<file path="config.mk">
export PLATFORM = sky130hd
export DESIGN_NAME = adc_frame_scale_filter_calibrate_unit
export DESIGN_NICKNAME = d
export VERILOG_FILES = /design/src/design/afs_pkg.sv /design/src/design/afs_mul.sv /design/src/design/afs_div.sv /design/src/design/adc_frame_scale_filter_calibrate_unit.sv
export SDC_FILE = /design/constraint.sdc
export NUM_CORES = 2
export LEC_CHECK = 0
export ABC_CLOCK_PERIOD_IN_PS = 34900
export BUFFER_PORTS_ARGS = -buffer_cell sky130_fd_sc_hd__buf_2
export CORE_ASPECT_RATIO = 0.75
export CORE_MARGIN = 3
export CORE_UTILIZATION = 40
export CTS_CLUSTER_SIZE = 14
export DETAILED_ROUTE_END_ITERATION = 12
export PLACE_DENSITY = 0.63
export SKIP_CTS_REPAIR_TIMING = 1
export SLEW_MARGIN = 5
export SYNTH_ARGS = -nofsm -noshare
export SYNTH_HDL_FRONTEND = slang
export SYNTH_SLANG_ARGS = --single-unit
export TNS_END_PERCENT = 10
</file>
<file path="constraint.sdc">
create_clock -name clk -period 34.9 [get_ports clk]
set_input_delay 1.745 -clock clk [delete_from_list [all_inputs] [get_ports clk]]
set_output_delay 1.745 -clock clk [all_outputs]
set_load 0.005 [all_outputs]
</file>
<file path="src/design/afs_pkg.sv">
package afs_pkg;

    // Field widths
    localparam int SAMPLE_W = 24;
    localparam int VALUE_W  = 23;
    localparam int GAIN_W   = 16;
    localparam int SUM_W    = 40;
    localparam int NUM_CH   = 8;
    localparam int QTY_W    = 4;
    localparam int KIND_W   = 2;

    // Default build parameters
    localparam int NUM_CELLS_DEF  = 7;
    localparam int COUNT_BITS_DEF = 16;

    // Serial multiplier shape: signed operand by unsigned operand
    localparam int MUL_AW = 48;
    localparam int MUL_BW = 21;
    localparam int MUL_PW = MUL_AW + MUL_BW;

    // Scale factors, 1/16 unit steps
    localparam logic [MUL_BW-1:0] CUR_SCALE  = 21'd1200000;
    localparam logic [MUL_BW-1:0] CELL_SCALE = 21'd281600;
    localparam logic [MUL_BW-1:0] FILT_COEF  = 21'd10879;
    localparam int CUR_BIAS = 453;

    // Frame kinds
    localparam logic [KIND_W-1:0] KIND_IGNORE = 2'd0;
    localparam logic [KIND_W-1:0] KIND_CAL    = 2'd1;
    localparam logic [KIND_W-1:0] KIND_FINISH = 2'd2;
    localparam logic [KIND_W-1:0] KIND_MEAS   = 2'd3;

    // Quantity codes
    localparam logic [QTY_W-1:0] QTY_CURRENT = 4'd0;
    localparam logic [QTY_W-1:0] QTY_PACK    = 4'd8;

    // Register indexes
    localparam logic [2:0] REG_CELL_ENABLE = 3'd0;

    localparam logic [GAIN_W-1:0] GAIN_RESET [0:6] = '{
        16'd33796, 16'd32805, 16'd33569, 16'd32418, 16'd33192, 16'd33832, 16'd32350
    };

    // Round to nearest, halves up, then floor shift
    function automatic logic signed [MUL_PW-1:0] round_shift(
        input logic signed [MUL_PW-1:0] v,
        input int unsigned s
    );
        logic signed [MUL_PW-1:0] t;
        t = v + (MUL_PW'(1) << (s - 1));
        return t >>> s;
    endfunction

    // Saturate to signed 23 bits
    function automatic logic signed [VALUE_W-1:0] sat23(input logic signed [MUL_PW-1:0] v);
        if (v > $signed(MUL_PW'(4194303)))
            return 23'sh3FFFFF;
        else if (v < -$signed(MUL_PW'(4194304)))
            return 23'sh400000;
        else
            return v[VALUE_W-1:0];
    endfunction

endpackage

</file>
<file path="src/design/afs_mul.sv">
// Bit-serial shift-add multiplier: one multiplier bit per cycle.
module afs_mul #(
    parameter int AW = afs_pkg::MUL_AW,
    parameter int BW = afs_pkg::MUL_BW
) (
    input  logic                    clk,
    input  logic                    rst_n,
    input  logic                    start,
    input  logic signed [AW-1:0]    a,
    input  logic        [BW-1:0]    b,
    output logic                    busy,
    output logic                    done,
    output logic signed [AW+BW-1:0] p
);
    localparam int PW = AW + BW;
    localparam int CW = $clog2(BW + 1);

    logic signed [PW-1:0] a_reg;
    logic        [BW-1:0] b_reg;
    logic signed [PW-1:0] acc_reg;
    logic        [CW-1:0] cnt_reg;
    logic                 busy_reg;
    logic                 done_reg;

    // Step: add shifted multiplicand when the multiplier bit is set
    always_ff @(posedge clk or negedge rst_n)
    begin
        if (!rst_n)
        begin
            busy_reg <= 1'b0;
            done_reg <= 1'b0;
            cnt_reg  <= '0;
        end
        else
        begin
            done_reg <= 1'b0;
            if (start)
            begin
                a_reg    <= PW'(a);
                b_reg    <= b;
                acc_reg  <= '0;
                cnt_reg  <= CW'(BW);
                busy_reg <= 1'b1;
            end
            else if (busy_reg)
            begin
                if (b_reg[0])
                    acc_reg <= acc_reg + a_reg;
                a_reg   <= a_reg <<< 1;
                b_reg   <= b_reg >> 1;
                cnt_reg <= cnt_reg - 1'b1;
                if (cnt_reg == CW'(1))
                begin
                    busy_reg <= 1'b0;
                    done_reg <= 1'b1;
                end
            end
        end
    end

    assign busy = busy_reg;
    assign done = done_reg;
    assign p    = acc_reg;

endmodule

</file>
<file path="src/design/afs_div.sv">
// Restoring divider, one quotient bit per cycle, truncates toward zero.
module afs_div #(
    parameter int DW = afs_pkg::SUM_W,
    parameter int CW = afs_pkg::COUNT_BITS_DEF
) (
    input  logic                 clk,
    input  logic                 rst_n,
    input  logic                 start,
    input  logic signed [DW-1:0] dividend,
    input  logic        [CW-1:0] divisor,
    output logic                 done,
    output logic signed [DW-1:0] quotient
);
    localparam int NW = $clog2(DW + 1);

    logic [DW-1:0] n_reg;
    logic [CW-1:0] rem_reg;
    logic [CW-1:0] d_reg;
    logic          neg_reg;
    logic [NW-1:0] cnt_reg;
    logic          busy_reg;
    logic          done_reg;
    logic [CW:0]   trial;
    logic          fits;

    assign trial = {rem_reg, n_reg[DW-1]};
    assign fits  = trial >= {1'b0, d_reg};

    always_ff @(posedge clk or negedge rst_n)
    begin
        if (!rst_n)
        begin
            busy_reg <= 1'b0;
            done_reg <= 1'b0;
            cnt_reg  <= '0;
        end
        else
        begin
            done_reg <= 1'b0;
            if (start)
            begin
                n_reg    <= dividend[DW-1] ? DW'(-dividend) : DW'(dividend);
                neg_reg  <= dividend[DW-1];
                d_reg    <= divisor;
                rem_reg  <= '0;
                cnt_reg  <= NW'(DW);
                busy_reg <= 1'b1;
            end
            else if (busy_reg)
            begin
                rem_reg <= fits ? CW'(trial - {1'b0, d_reg}) : trial[CW-1:0];
                n_reg   <= {n_reg[DW-2:0], fits};
                cnt_reg <= cnt_reg - 1'b1;
                if (cnt_reg == NW'(1))
                begin
                    busy_reg <= 1'b0;
                    done_reg <= 1'b1;
                end
            end
        end
    end

    assign done     = done_reg;
    assign quotient = neg_reg ? -$signed(n_reg) : $signed(n_reg);

endmodule

</file>
<file path="src/design/adc_frame_scale_filter_calibrate_unit.sv">
// Channel  Dir  Handshake          Payload
// s_       in   s_tvalid/s_tready  tuser: kind; tdata: sample_ch0..ch7
// m_       out  m_tvalid/m_tready  tuser: quantity; tdata: instant, filtered; tlast
// cfg_     in   cfg_we             cfg_index, cfg_data
//
// One frame at a time; s_tready is high only while idle.
// Every product runs through one bit-serial multiplier, and a measure frame
// takes up to 24 products.
// Finishing calibration runs a divider and a product per channel.
// A stalled m_tready holds the sequencer at the emit step of the next result.
// Reset clears all filters, offsets, sums and the count at once.
module adc_frame_scale_filter_calibrate_unit #(
    parameter int NUM_CELLS  = afs_pkg::NUM_CELLS_DEF,
    parameter int COUNT_BITS = afs_pkg::COUNT_BITS_DEF
) (
    input  logic         clk,
    input  logic         rst_n,
    input  logic         s_tvalid,
    output logic         s_tready,
    input  logic [191:0] s_tdata,   // sample_ch0 [23:0] .. sample_ch7 [191:168]
    input  logic [1:0]   s_tuser,   // kind
    output logic         m_tvalid,
    input  logic         m_tready,
    output logic [47:0]  m_tdata,   // instant_value [22:0], filtered_value [45:23], zeros
    output logic [3:0]   m_tuser,   // quantity
    output logic         m_tlast,
    input  logic         cfg_we,
    input  logic [2:0]   cfg_index,
    input  logic [15:0]  cfg_data
);
    localparam int PW = afs_pkg::MUL_PW;
    localparam int VW = afs_pkg::VALUE_W;

    typedef enum logic [2:0] {
        S_IDLE, S_ACC, S_FIN, S_DIV, S_DWAIT, S_MUL, S_MWAIT, S_EMIT
    } state_t;

    typedef enum logic [1:0] {
        PH_SCALE, PH_GAIN, PH_FILT, PH_OFFSET
    } phase_t;

    state_t state_reg;
    phase_t phase_reg;
    logic [3:0] ch_reg;
    logic [1:0] kind_reg;

    logic signed [afs_pkg::SAMPLE_W-1:0] raw_reg [0:7];
    logic signed [VW-1:0] filt_reg [0:8];
    logic signed [VW-1:0] off_reg [0:7];
    logic signed [afs_pkg::SUM_W-1:0] sum_reg [0:7];
    logic [COUNT_BITS-1:0] count_reg;
    logic [afs_pkg::GAIN_W-1:0] gain_reg [0:6];
    logic enable_reg;

    logic signed [24:0] diff_reg;
    logic signed [VW-1:0] x_reg;
    logic signed [VW-1:0] fout_reg;
    logic signed [25:0] pack_reg;
    logic signed [afs_pkg::SUM_W-1:0] quot_reg;

    logic out_valid_reg;
    logic [3:0] out_q_reg;
    logic signed [VW-1:0] out_inst_reg;
    logic signed [VW-1:0] out_filt_reg;
    logic out_last_reg;

    // Multiplier and divider hookup
    logic mul_start, mul_busy, mul_done;
    logic signed [afs_pkg::MUL_AW-1:0] mul_a;
    logic [afs_pkg::MUL_BW-1:0] mul_b;
    logic signed [PW-1:0] mul_p;
    logic div_start, div_done;
    logic signed [afs_pkg::SUM_W-1:0] div_q;

    logic [2:0] g_idx;
    logic signed [PW-1:0] r24, r15, r16;
    logic signed [VW-1:0] f_new;
    logic last_cell;

    assign g_idx     = 3'(ch_reg - 4'd1);
    assign last_cell = ch_reg == 4'(NUM_CELLS);
    assign mul_start = state_reg == S_MUL;
    assign div_start = state_reg == S_DIV;

    // Operand selection for the shared multiplier
    always_comb
    begin
        mul_a = '0;
        mul_b = '0;
        case (phase_reg)
            PH_SCALE:
            begin
                mul_a = afs_pkg::MUL_AW'(raw_reg[ch_reg[2:0]]);
                mul_b = (ch_reg == 4'd0) ? afs_pkg::CUR_SCALE : afs_pkg::CELL_SCALE;
            end
            PH_GAIN:
            begin
                mul_a = afs_pkg::MUL_AW'(diff_reg);
                mul_b = afs_pkg::MUL_BW'(gain_reg[g_idx]);
            end
            PH_FILT:
            begin
                mul_a = afs_pkg::MUL_AW'(24'(x_reg) - 24'(filt_reg[ch_reg]));
                mul_b = afs_pkg::FILT_COEF;
            end
            PH_OFFSET:
            begin
                mul_a = afs_pkg::MUL_AW'(quot_reg);
                mul_b = (ch_reg == 4'd0) ? afs_pkg::CUR_SCALE : afs_pkg::CELL_SCALE;
            end
            default:
            begin
                mul_a = '0;
                mul_b = '0;
            end
        endcase
    end

    // Rounded forms of the product
    always_comb
    begin
        r24   = afs_pkg::round_shift(mul_p, 24);
        r15   = afs_pkg::round_shift(mul_p, 15);
        r16   = afs_pkg::round_shift(mul_p, 16);
        f_new = afs_pkg::sat23(PW'(filt_reg[ch_reg]) + r16);
    end

    afs_mul #(
        .AW(afs_pkg::MUL_AW),
        .BW(afs_pkg::MUL_BW)
    ) u_mul (
        .clk(clk),
        .rst_n(rst_n),
        .start(mul_start),
        .a(mul_a),
        .b(mul_b),
        .busy(mul_busy),
        .done(mul_done),
        .p(mul_p)
    );

    afs_div #(
        .DW(afs_pkg::SUM_W),
        .CW(COUNT_BITS)
    ) u_div (
        .clk(clk),
        .rst_n(rst_n),
        .start(div_start),
        .dividend(sum_reg[ch_reg[2:0]]),
        .divisor(count_reg),
        .done(div_done),
        .quotient(div_q)
    );

    // Sequencer, state and output register
    always_ff @(posedge clk or negedge rst_n)
    begin
        if (!rst_n)
        begin
            state_reg     <= S_IDLE;
            phase_reg     <= PH_SCALE;
            ch_reg        <= '0;
            kind_reg      <= afs_pkg::KIND_IGNORE;
            count_reg     <= '0;
            enable_reg    <= 1'b1;
            out_valid_reg <= 1'b0;
            for (int i = 0; i < 9; i++)
                filt_reg[i] <= '0;
            for (int i = 0; i < 8; i++)
            begin
                off_reg[i] <= '0;
                sum_reg[i] <= '0;
            end
            for (int i = 0; i < 7; i++)
                gain_reg[i] <= afs_pkg::GAIN_RESET[i];
        end
        else
        begin
            // Beat taken; the emit step reloads the register itself
            if (m_tvalid && m_tready && state_reg != S_EMIT)
                out_valid_reg <= 1'b0;

            // Register writes
            if (cfg_we)
            begin
                if (cfg_index == afs_pkg::REG_CELL_ENABLE)
                    enable_reg <= cfg_data[0];
                else
                    gain_reg[3'(cfg_index - 3'd1)] <= cfg_data;
            end

            case (state_reg)
                S_IDLE:
                begin
                    if (s_tvalid)
                    begin
                        for (int i = 0; i < 8; i++)
                            raw_reg[i] <= s_tdata[i*24 +: 24];
                        kind_reg <= s_tuser;
                        ch_reg   <= '0;
                        pack_reg <= '0;
                        phase_reg <= PH_SCALE;
                        if (s_tuser == afs_pkg::KIND_CAL || s_tuser == afs_pkg::KIND_FINISH)
                            state_reg <= S_ACC;
                        else if (s_tuser == afs_pkg::KIND_MEAS)
                            state_reg <= S_MUL;
                    end
                end
                S_ACC:
                begin
                    if (count_reg != {COUNT_BITS{1'b1}})
                    begin
                        for (int i = 0; i < 8; i++)
                        begin
                            if (i <= NUM_CELLS)
                            begin
                                logic signed [afs_pkg::SUM_W:0] s;
                                s = 41'(sum_reg[i]) + 41'(raw_reg[i]);
                                if (s > 41'sd549755813887)
                                    sum_reg[i] <= 40'sh7FFFFFFFFF;
                                else if (s < -41'sd549755813888)
                                    sum_reg[i] <= 40'sh8000000000;
                                else
                                    sum_reg[i] <= s[afs_pkg::SUM_W-1:0];
                            end
                        end
                        count_reg <= count_reg + 1'b1;
                    end
                    state_reg <= (kind_reg == afs_pkg::KIND_FINISH) ? S_FIN : S_IDLE;
                end
                S_FIN:
                begin
                    if (count_reg != '0)
                        state_reg <= S_DIV;
                    else
                    begin
                        for (int i = 0; i < 8; i++)
                            sum_reg[i] <= '0;
                        state_reg <= S_IDLE;
                    end
                end
                S_DIV:
                begin
                    state_reg <= S_DWAIT;
                end
                S_DWAIT:
                begin
                    if (div_done)
                    begin
                        quot_reg  <= div_q;
                        phase_reg <= PH_OFFSET;
                        state_reg <= S_MUL;
                    end
                end
                S_MUL:
                begin
                    state_reg <= S_MWAIT;
                end
                S_MWAIT:
                begin
                    if (mul_done)
                    begin
                        case (phase_reg)
                            PH_SCALE:
                            begin
                                if (ch_reg == 4'd0)
                                begin
                                    x_reg <= afs_pkg::sat23(r24 - PW'(off_reg[0])
                                        - PW'(afs_pkg::CUR_BIAS));
                                    phase_reg <= PH_FILT;
                                end
                                else
                                begin
                                    diff_reg  <= 25'(r24 - PW'(off_reg[ch_reg[2:0]]));
                                    phase_reg <= PH_GAIN;
                                end
                                state_reg <= S_MUL;
                            end
                            PH_GAIN:
                            begin
                                x_reg     <= afs_pkg::sat23(r15);
                                phase_reg <= PH_FILT;
                                state_reg <= S_MUL;
                            end
                            PH_FILT:
                            begin
                                filt_reg[ch_reg] <= f_new;
                                fout_reg <= f_new;
                                if (ch_reg != 4'd0 && ch_reg != afs_pkg::QTY_PACK)
                                    pack_reg <= pack_reg + 26'(f_new);
                                state_reg <= S_EMIT;
                            end
                            PH_OFFSET:
                            begin
                                off_reg[ch_reg[2:0]] <= afs_pkg::sat23(r24);
                                if (last_cell)
                                begin
                                    for (int i = 0; i < 8; i++)
                                        sum_reg[i] <= '0;
                                    count_reg <= '0;
                                    state_reg <= S_IDLE;
                                end
                                else
                                begin
                                    ch_reg    <= ch_reg + 4'd1;
                                    state_reg <= S_DIV;
                                end
                            end
                            default:
                            begin
                                state_reg <= S_IDLE;
                            end
                        endcase
                    end
                end
                S_EMIT:
                begin
                    if (!out_valid_reg || m_tready)
                    begin
                        out_valid_reg <= 1'b1;
                        out_q_reg     <= ch_reg;
                        out_inst_reg  <= x_reg;
                        out_filt_reg  <= fout_reg;
                        out_last_reg  <= (ch_reg == afs_pkg::QTY_PACK)
                            || (ch_reg == afs_pkg::QTY_CURRENT && !enable_reg);
                        phase_reg <= PH_SCALE;
                        if (ch_reg == afs_pkg::QTY_CURRENT)
                        begin
                            if (enable_reg)
                            begin
                                ch_reg    <= 4'd1;
                                state_reg <= S_MUL;
                            end
                            else
                                state_reg <= S_IDLE;
                        end
                        else if (ch_reg == afs_pkg::QTY_PACK)
                            state_reg <= S_IDLE;
                        else if (last_cell)
                        begin
                            ch_reg    <= afs_pkg::QTY_PACK;
                            x_reg     <= afs_pkg::sat23(PW'(pack_reg));
                            phase_reg <= PH_FILT;
                            state_reg <= S_MUL;
                        end
                        else
                        begin
                            ch_reg    <= ch_reg + 4'd1;
                            state_reg <= S_MUL;
                        end
                    end
                end
                default:
                begin
                    state_reg <= S_IDLE;
                end
            endcase
        end
    end

    assign s_tready = state_reg == S_IDLE;
    assign m_tvalid = out_valid_reg;
    assign m_tdata  = {2'b00, out_filt_reg, out_inst_reg};
    assign m_tuser  = out_q_reg;
    assign m_tlast  = out_last_reg;

    // Shared units finish only while the sequencer waits for them
    a_mul_done: assert property (@(posedge clk) disable iff (!rst_n)
        mul_done |-> state_reg == S_MWAIT)
        else $error("multiplier finished outside its wait step");

    a_div_done: assert property (@(posedge clk) disable iff (!rst_n)
        div_done |-> state_reg == S_DWAIT)
        else $error("divider finished outside its wait step");

    a_accept_free: assert property (@(posedge clk) disable iff (!rst_n)
        (s_tvalid && s_tready) |-> !mul_busy)
        else $error("frame accepted while a product is in flight");

endmodule

</file>
* Yosys cells after proc, flatten, opt, wreduce, memory -nomap -nowiden
Memory sizes are Yosys's and may differ from the RTL's.
Index checks and enable logic that the tools add are counted.
** Word-level totals
- Bits in registers :: 1287
- Memory bits (writable) :: 192
- Bits of input ports :: 218
- Output and inout port bits :: 55
- Word-level logic and storage cells :: 362
- Memories kept :: 1
** Operators by class
- Add/sub/neg operators :: 27
- $lt $le $gt $ge :: 34
- Equality and inequality tests :: 40
- Muxes and demuxes :: 145
- Bitwise gates (word level) :: 6
- Reduce and logical (&&, ||, !) cells :: 48
** Memory list
- raw_reg :: depth 8, width 24, rd ports 9, clocked after Yosys merged registers in 0, wr ports 8, RTL line adc_frame_scale_filter_calibrate_unit.sv:47 : logic signed [afs_pkg::SAMPLE_W-1:0] raw_reg [0:7];
** Operator list (number)
- 320-bit two-way mux :: 5
- 320-bit case mux with 3 select lines :: 1
- 40-bit two-way mux :: 22
- 23-bit two-way mux :: 25
- 40-bit by 24-bit adder with 41-bit output :: 8
- 41-bit by 40-bit > comparator with 1-bit output, second input constant :: 8
- 41-bit by 40-bit < comparator with 1-bit output, second input constant :: 8
- 69-bit two-way mux :: 4
- 207-bit bitwise mux :: 1
- 48-bit case mux with 4 select lines :: 1
- 184-bit bitwise mux :: 1
- 16-bit two-way mux :: 9
- 40-bit binary-select mux with 3-bit select :: 1
- 112-bit bitwise mux :: 1
- 54-bit by 23-bit > comparator with 1-bit output, second input constant :: 2
- 54-bit by 23-bit < comparator with 1-bit output, second input constant :: 2
- 26-bit two-way mux :: 4
- 23-bit binary-select mux with 4-bit select :: 1
- 23-bit demux with 4-bit select :: 1
- 23-bit case mux with 2 select lines :: 2
- 40-bit negation :: 2
- 69-bit by 16-bit adder with 69-bit output, second input constant :: 1
- 69-bit by 17-bit adder with 69-bit output, second input constant :: 1
- 69-bit by 25-bit adder with 69-bit output, second input constant :: 1
- 79 further kinds :: 188

* Depth between registers and ports, before layout
- Depth after elaboration :: 13
- Depth in mapped cells :: 50
- Mapped depth without buffers :: 42

* By module
Synthesis repeated with hierarchy kept, for this count alone.
** Second synthesis, totals
- Cells, all modules :: 10279
- Area, all modules :: 98574.5 um^2
** Modules (own cells, without submodules)
- adc_frame_scale_filter_calibrate_unit :: instances 1, cells an instance 8510, area each 81401.8 um^2
- afs_mul :: instances 1, cells an instance 1151, area each 11342.1 um^2
- afs_div :: instances 1, cells an instance 618, area each 5830.6 um^2

* Worst setup path after synthesis
Ideal clock, no wire load.
- Path type :: register to register
- From :: reg ch_reg[1]
- To :: reg pack_reg[24] (data pin)
- Library setup time :: 0.263 ns
- Data arrival time :: 11.064 ns
- Data required time :: 34.637 ns
- Slack :: 23.573 ns
- Stages on the path, launching flop included :: 49
- Path buffers :: 10
- Cell sequence :: dfrtp_1 buf_4 clkbuf_1 buf_1 clkbuf_1 clkbuf_1 clkbuf_1 buf_1 clkbuf_1 clkbuf_1 a211oi_1 a221oi_1 nor2_1 a31oi_1 inv_1 fa_1 a21oi_1 o21bai_1 [13 not listed] inv_1 ha_1 fa_1 a21o_1 a21oi_1 o21bai_1 a21oi_1 o21bai_1 a211oi_1 o21a_1 o31ai_1 or4_1 a31oi_1 nor2b_1 o21ai_0 a211o_1 o21ai_0 mux2i_1
** On the way
- Cells in the longest elaborated chain, start to end :: 13
** Ends and longest elaborated chain
- start: declaration :: RTL line adc_frame_scale_filter_calibrate_unit.sv:44 : logic [3:0] ch_reg;
- start signal: assignment :: RTL line adc_frame_scale_filter_calibrate_unit.sv:305 : ch_reg <= ch_reg + 4'd1;
- start signal: assignment :: RTL line adc_frame_scale_filter_calibrate_unit.sv:341 : ch_reg <= afs_pkg::QTY_PACK;
- start signal: assignment :: RTL line adc_frame_scale_filter_calibrate_unit.sv:348 : ch_reg <= ch_reg + 4'd1;
- 4-bit inverter with 5-bit output (implied by the code) (*) :: RTL line adc_frame_scale_filter_calibrate_unit.sv:125 : f_new = afs_pkg::sat23(PW'(filt_reg[ch_reg]) + r16);
- 23-bit binary-select mux with 4-bit select (*) :: RTL line adc_frame_scale_filter_calibrate_unit.sv:125
- 23-bit two-way mux (implied by the code) (*) (2 in a row) :: RTL line adc_frame_scale_filter_calibrate_unit.sv:125
- 23-bit by 53-bit adder with 54-bit output (*) :: RTL line adc_frame_scale_filter_calibrate_unit.sv:125
- 54-bit by 23-bit < comparator with 1-bit output :: RTL line afs_pkg.sv:58 : else if (v < -$signed(MUL_PW'(4194304)))
- 23-bit two-way mux :: RTL line afs_pkg.sv:58
- 23-bit two-way mux (*) :: RTL line afs_pkg.sv:56 : if (v > $signed(MUL_PW'(4194303)))
- via f_new[0] :: RTL line adc_frame_scale_filter_calibrate_unit.sv:77 : logic signed [VW-1:0] f_new;
- 26-bit by 23-bit adder with 26-bit output (*) :: RTL line adc_frame_scale_filter_calibrate_unit.sv:290 : pack_reg <= pack_reg + 26'(f_new);
- 26-bit two-way mux (*) :: RTL line adc_frame_scale_filter_calibrate_unit.sv:289 : if (ch_reg != 4'd0 && ch_reg != afs_pkg::QTY_PACK)
- 26-bit two-way mux (*) :: RTL line adc_frame_scale_filter_calibrate_unit.sv:263 : case (phase_reg)
- 26-bit two-way mux (*) :: RTL line adc_frame_scale_filter_calibrate_unit.sv:261 : if (mul_done)
- 26-bit case mux with 2 select lines (*) :: RTL line adc_frame_scale_filter_calibrate_unit.sv:192 : case (state_reg)
- end signal: assignment :: RTL line adc_frame_scale_filter_calibrate_unit.sv:290
- end: declaration :: RTL line adc_frame_scale_filter_calibrate_unit.sv:58 : logic signed [25:0] pack_reg;
Mark *: on every way through the listed nets, which the timed path passes. The rest lies on a longest branch. The select of a mux whose other input is x is not followed.
A chain may end at the register's enable or synchronous reset.

* Worst setup path in the final report
Same ends and word-level chain as after synthesis.

==> results.sh <==
export IMPL_status="complete, no violations"
export IMPL_crit_start="ch_reg[1]$_DFFE_PN0P_"
export IMPL_final_common_cell="nand2_1"
export IMPL_p_total_mw=4.02
export IMPL_cts_buffer_depth=4
export IMPL_avgRoutedWirePerCell_um=29.3
export IMPL_drive_gt1_frac=0.124
export IMPL_cts_root_buf="clkbuf_16"
export IMPL_peakVddDrop_mv=0.0406
export IMPL_drt_wl_total_um=389000
export IMPL_dp_hpwl_um=294000
export IMPL_drtAntennaViolNets=0
export IMPL_r2r_cells=41
export IMPL_vias_per_cell=6.32
export IMPL_start_util=0.403
export IMPL_setup_viol=0
export IMPL_maxCapViolCount=0
export IMPL_grt_setup_unrepaired="no"
export IMPL_gr_usage_all_layers=0.305
export IMPL_final_cell_mix="nand2_1 (1,068), dfrtp_1 (821), a21oi_1 (744)"
export IMPL_grt_pass1_vias=76940
export IMPL_synthArstFlopShare=0.586
export IMPL_nNetsFinal=10842
export IMPL_pwr_density_cell_mw_per_mm2=37.7
export IMPL_design_die_area_mm2=0.247
export IMPL_cpMaxStageDelayCell="dfrtp_4"
export IMPL_syn_inst=9891
export IMPL_finClkSkew_ns=0.107
export IMPL_synth_edff_count=612
export IMPL_fin_crit_sh=0.361
export IMPL_grt_pass1_wl_um=552000
export IMPL_cts_max_level=4
export IMPL_dpl_cell_area_mm2=0.101
export IMPL_pin_count=273
export IMPL_drv_slew=0
export IMPL_seq_area_frac_synth=0.417
export IMPL_cp_start_kind="flip-flop"
export IMPL_setup_ws_ns=22.30
export IMPL_final_area_mm2=0.107
export IMPL_cts_tree="done"
export IMPL_clk_pin_slew_ns=0.06
export IMPL_port_buffer_count=270
export IMPL_crit_top_cell="a21oi_1"
export IMPL_clock_latency_ns=0.89
export IMPL_numCtsBuffers=165
export IMPL_syn_area_mm2=0.0962
export IMPL_r2r_setup_slack_ns=22.30
export IMPL_largest_reg_flops=320
export IMPL_rr_endpoint="pack_reg[24]$_SDFFCE_PN0P_"
export IMPL_grt_antenna_before_repair=44
export IMPL_overflow=0
export IMPL_leakage_nw=46.5
export IMPL_post_route_min_period_ns=12.60
export IMPL_slew_headroom=0.00185
export IMPL_r2r_start="ch_reg[1]$_DFFE_PN0P_"
export IMPL_grt_max_degree=175
export IMPL_gp_congestion=1.02
export IMPL_endpoint_kind="flip-flop"
export IMPL_core_area_mm2=0.239
export IMPL_min_path_cells=0
export IMPL_drt_pass1_iter_count=6
export IMPL_area_delta_synth_final_pct=10.7
export IMPL_crit_path_end="pack_reg[24]$_SDFFCE_PN0P_"
export IMPL_syn_area_per_cell_um2=9.73
export IMPL_min_path_type="reg2reg"
export IMPL_die_w_um=572
export IMPL_routed_via_count=83725
export IMPL_synth_top_flop_cell="dfrtp_1"
export IMPL_drt_iter0_drc=11594
export IMPL_setup_tns_ns=0
export IMPL_hold_viol=0
export IMPL_dp_slack_ns=22.51
export IMPL_worst_slew_pin_slew_ns=1.50
export IMPL_clkSinkCount=1479
export IMPL_worst_ep_arrival_time_ns=13.18
export IMPL_crit_type="reg2reg"
export IMPL_drc=0
export IMPL_num_rows=155
export IMPL_ys_types=97
export IMPL_die_y_um=431
export IMPL_max_stage_delay_ns=0.64
export IMPL_synth_seq_cells=1479
export IMPL_fmax_ghz=0.0794
export IMPL_yosysWarnings=0
export IMPL_crit_required_ns=35.48
export IMPL_critPathMaxFanout=50
[synthesized netlist by cell type, drive strengths merged, types with 77 or more instances]
cell | instances | area share
a21o | 281 | 0.022
a21oi | 766 | 0.042
a221o | 235 | 0.024
a221oi | 120 | 0.011
a22oi | 188 | 0.015
and3 | 84 | 0.0055
clkbuf | 444 | 0.017
dfrtp | 825 | 0.21
edfxtp | 612 | 0.19
ha | 635 | 0.083
inv | 356 | 0.014
mux2 | 355 | 0.042
mux2i | 91 | 0.0095
nand2 | 1073 | 0.042
nand2b | 86 | 0.0056
nand3 | 214 | 0.011
nand4 | 113 | 0.0073
nor2 | 627 | 0.024
nor2b | 96 | 0.0062
nor3 | 128 | 0.0067
o21a | 77 | 0.0060
o21ai | 688 | 0.036
o21bai | 112 | 0.0087
xnor2 | 436 | 0.040
xor2 | 286 | 0.026
[worst max-delay path: cells and delay by family, from the launching register on]
kind	cells	cell delay, ns
simple gates	7	1.82
buf+inv	5	1.89
fa+ha+maj	3	1.00
flops	1	0.64
compound gates	24	6.10
mux	2	0.72
[metrics by stage]
stage,utilization,hold WS (ns),std cells
2_1_floorplan,-,0.400,9892
3_3_place_gp,0.424,0.403,12946
3_5_place_dp,0.424,0.405,12946
4_1_cts,0.446,0.419,13240
5_1_grt,0.446,0.436,13242
6_report,0.447,0.419,13256
[metal layers]
metal  global-route usage  part of all wire
met1                0.465              0.45
met2                0.389              0.37
met3                0.125              0.14
met4               0.0758             0.028
met5                    0           0.00061
[kinds of logic after synthesis]
group,synth area share
simple gates,0.129
buf+inv,0.0343
fa+ha+maj,0.0864
flops,0.417
mux,0.0601
compound gates,0.208
xor+xnor,0.0657
other cells,0.0000390
[final cells by class]
class | instances | area [um2]
Fill cell | 22446 | 132000
Tap cell | 3140 | 3930
Antenna cell | 15 | 37.5
Clock buffer | 227 | 4630
Sequential cell | 1479 | 40100
Inverter | 357 | 1340
Timing Repair Buffer | 425 | 2570
Multi-Input combinational cell | 7546 | 53000
Clock inverter | 67 | 842
[worst min path at each step]
stage                                 startpoint                    endpoint  slack [ns]
final                      fout_reg[9]$_DFFE_PP_   out_filt_reg[9]$_DFFE_PP_        0.42
after detailed placement   fout_reg[9]$_DFFE_PP_   out_filt_reg[9]$_DFFE_PP_        0.40
after CTS                  fout_reg[9]$_DFFE_PP_   out_filt_reg[9]$_DFFE_PP_        0.42
after floorplan            fout_reg[0]$_DFFE_PP_   out_filt_reg[0]$_DFFE_PP_        0.40
after global routing      fout_reg[15]$_DFFE_PP_  out_filt_reg[15]$_DFFE_PP_        0.44
after global placement     fout_reg[4]$_DFFE_PP_   out_filt_reg[4]$_DFFE_PP_        0.40
[where the power goes]
part	switching [mW]	total [mW]	internal (mW)
clock network	0.770	1.83	1.06
logic	0.168	0.283	0.115
registers	0.0329	1.90	1.87
total	0.971	4.02	3.04
Power figures use the tool's default switching activity.
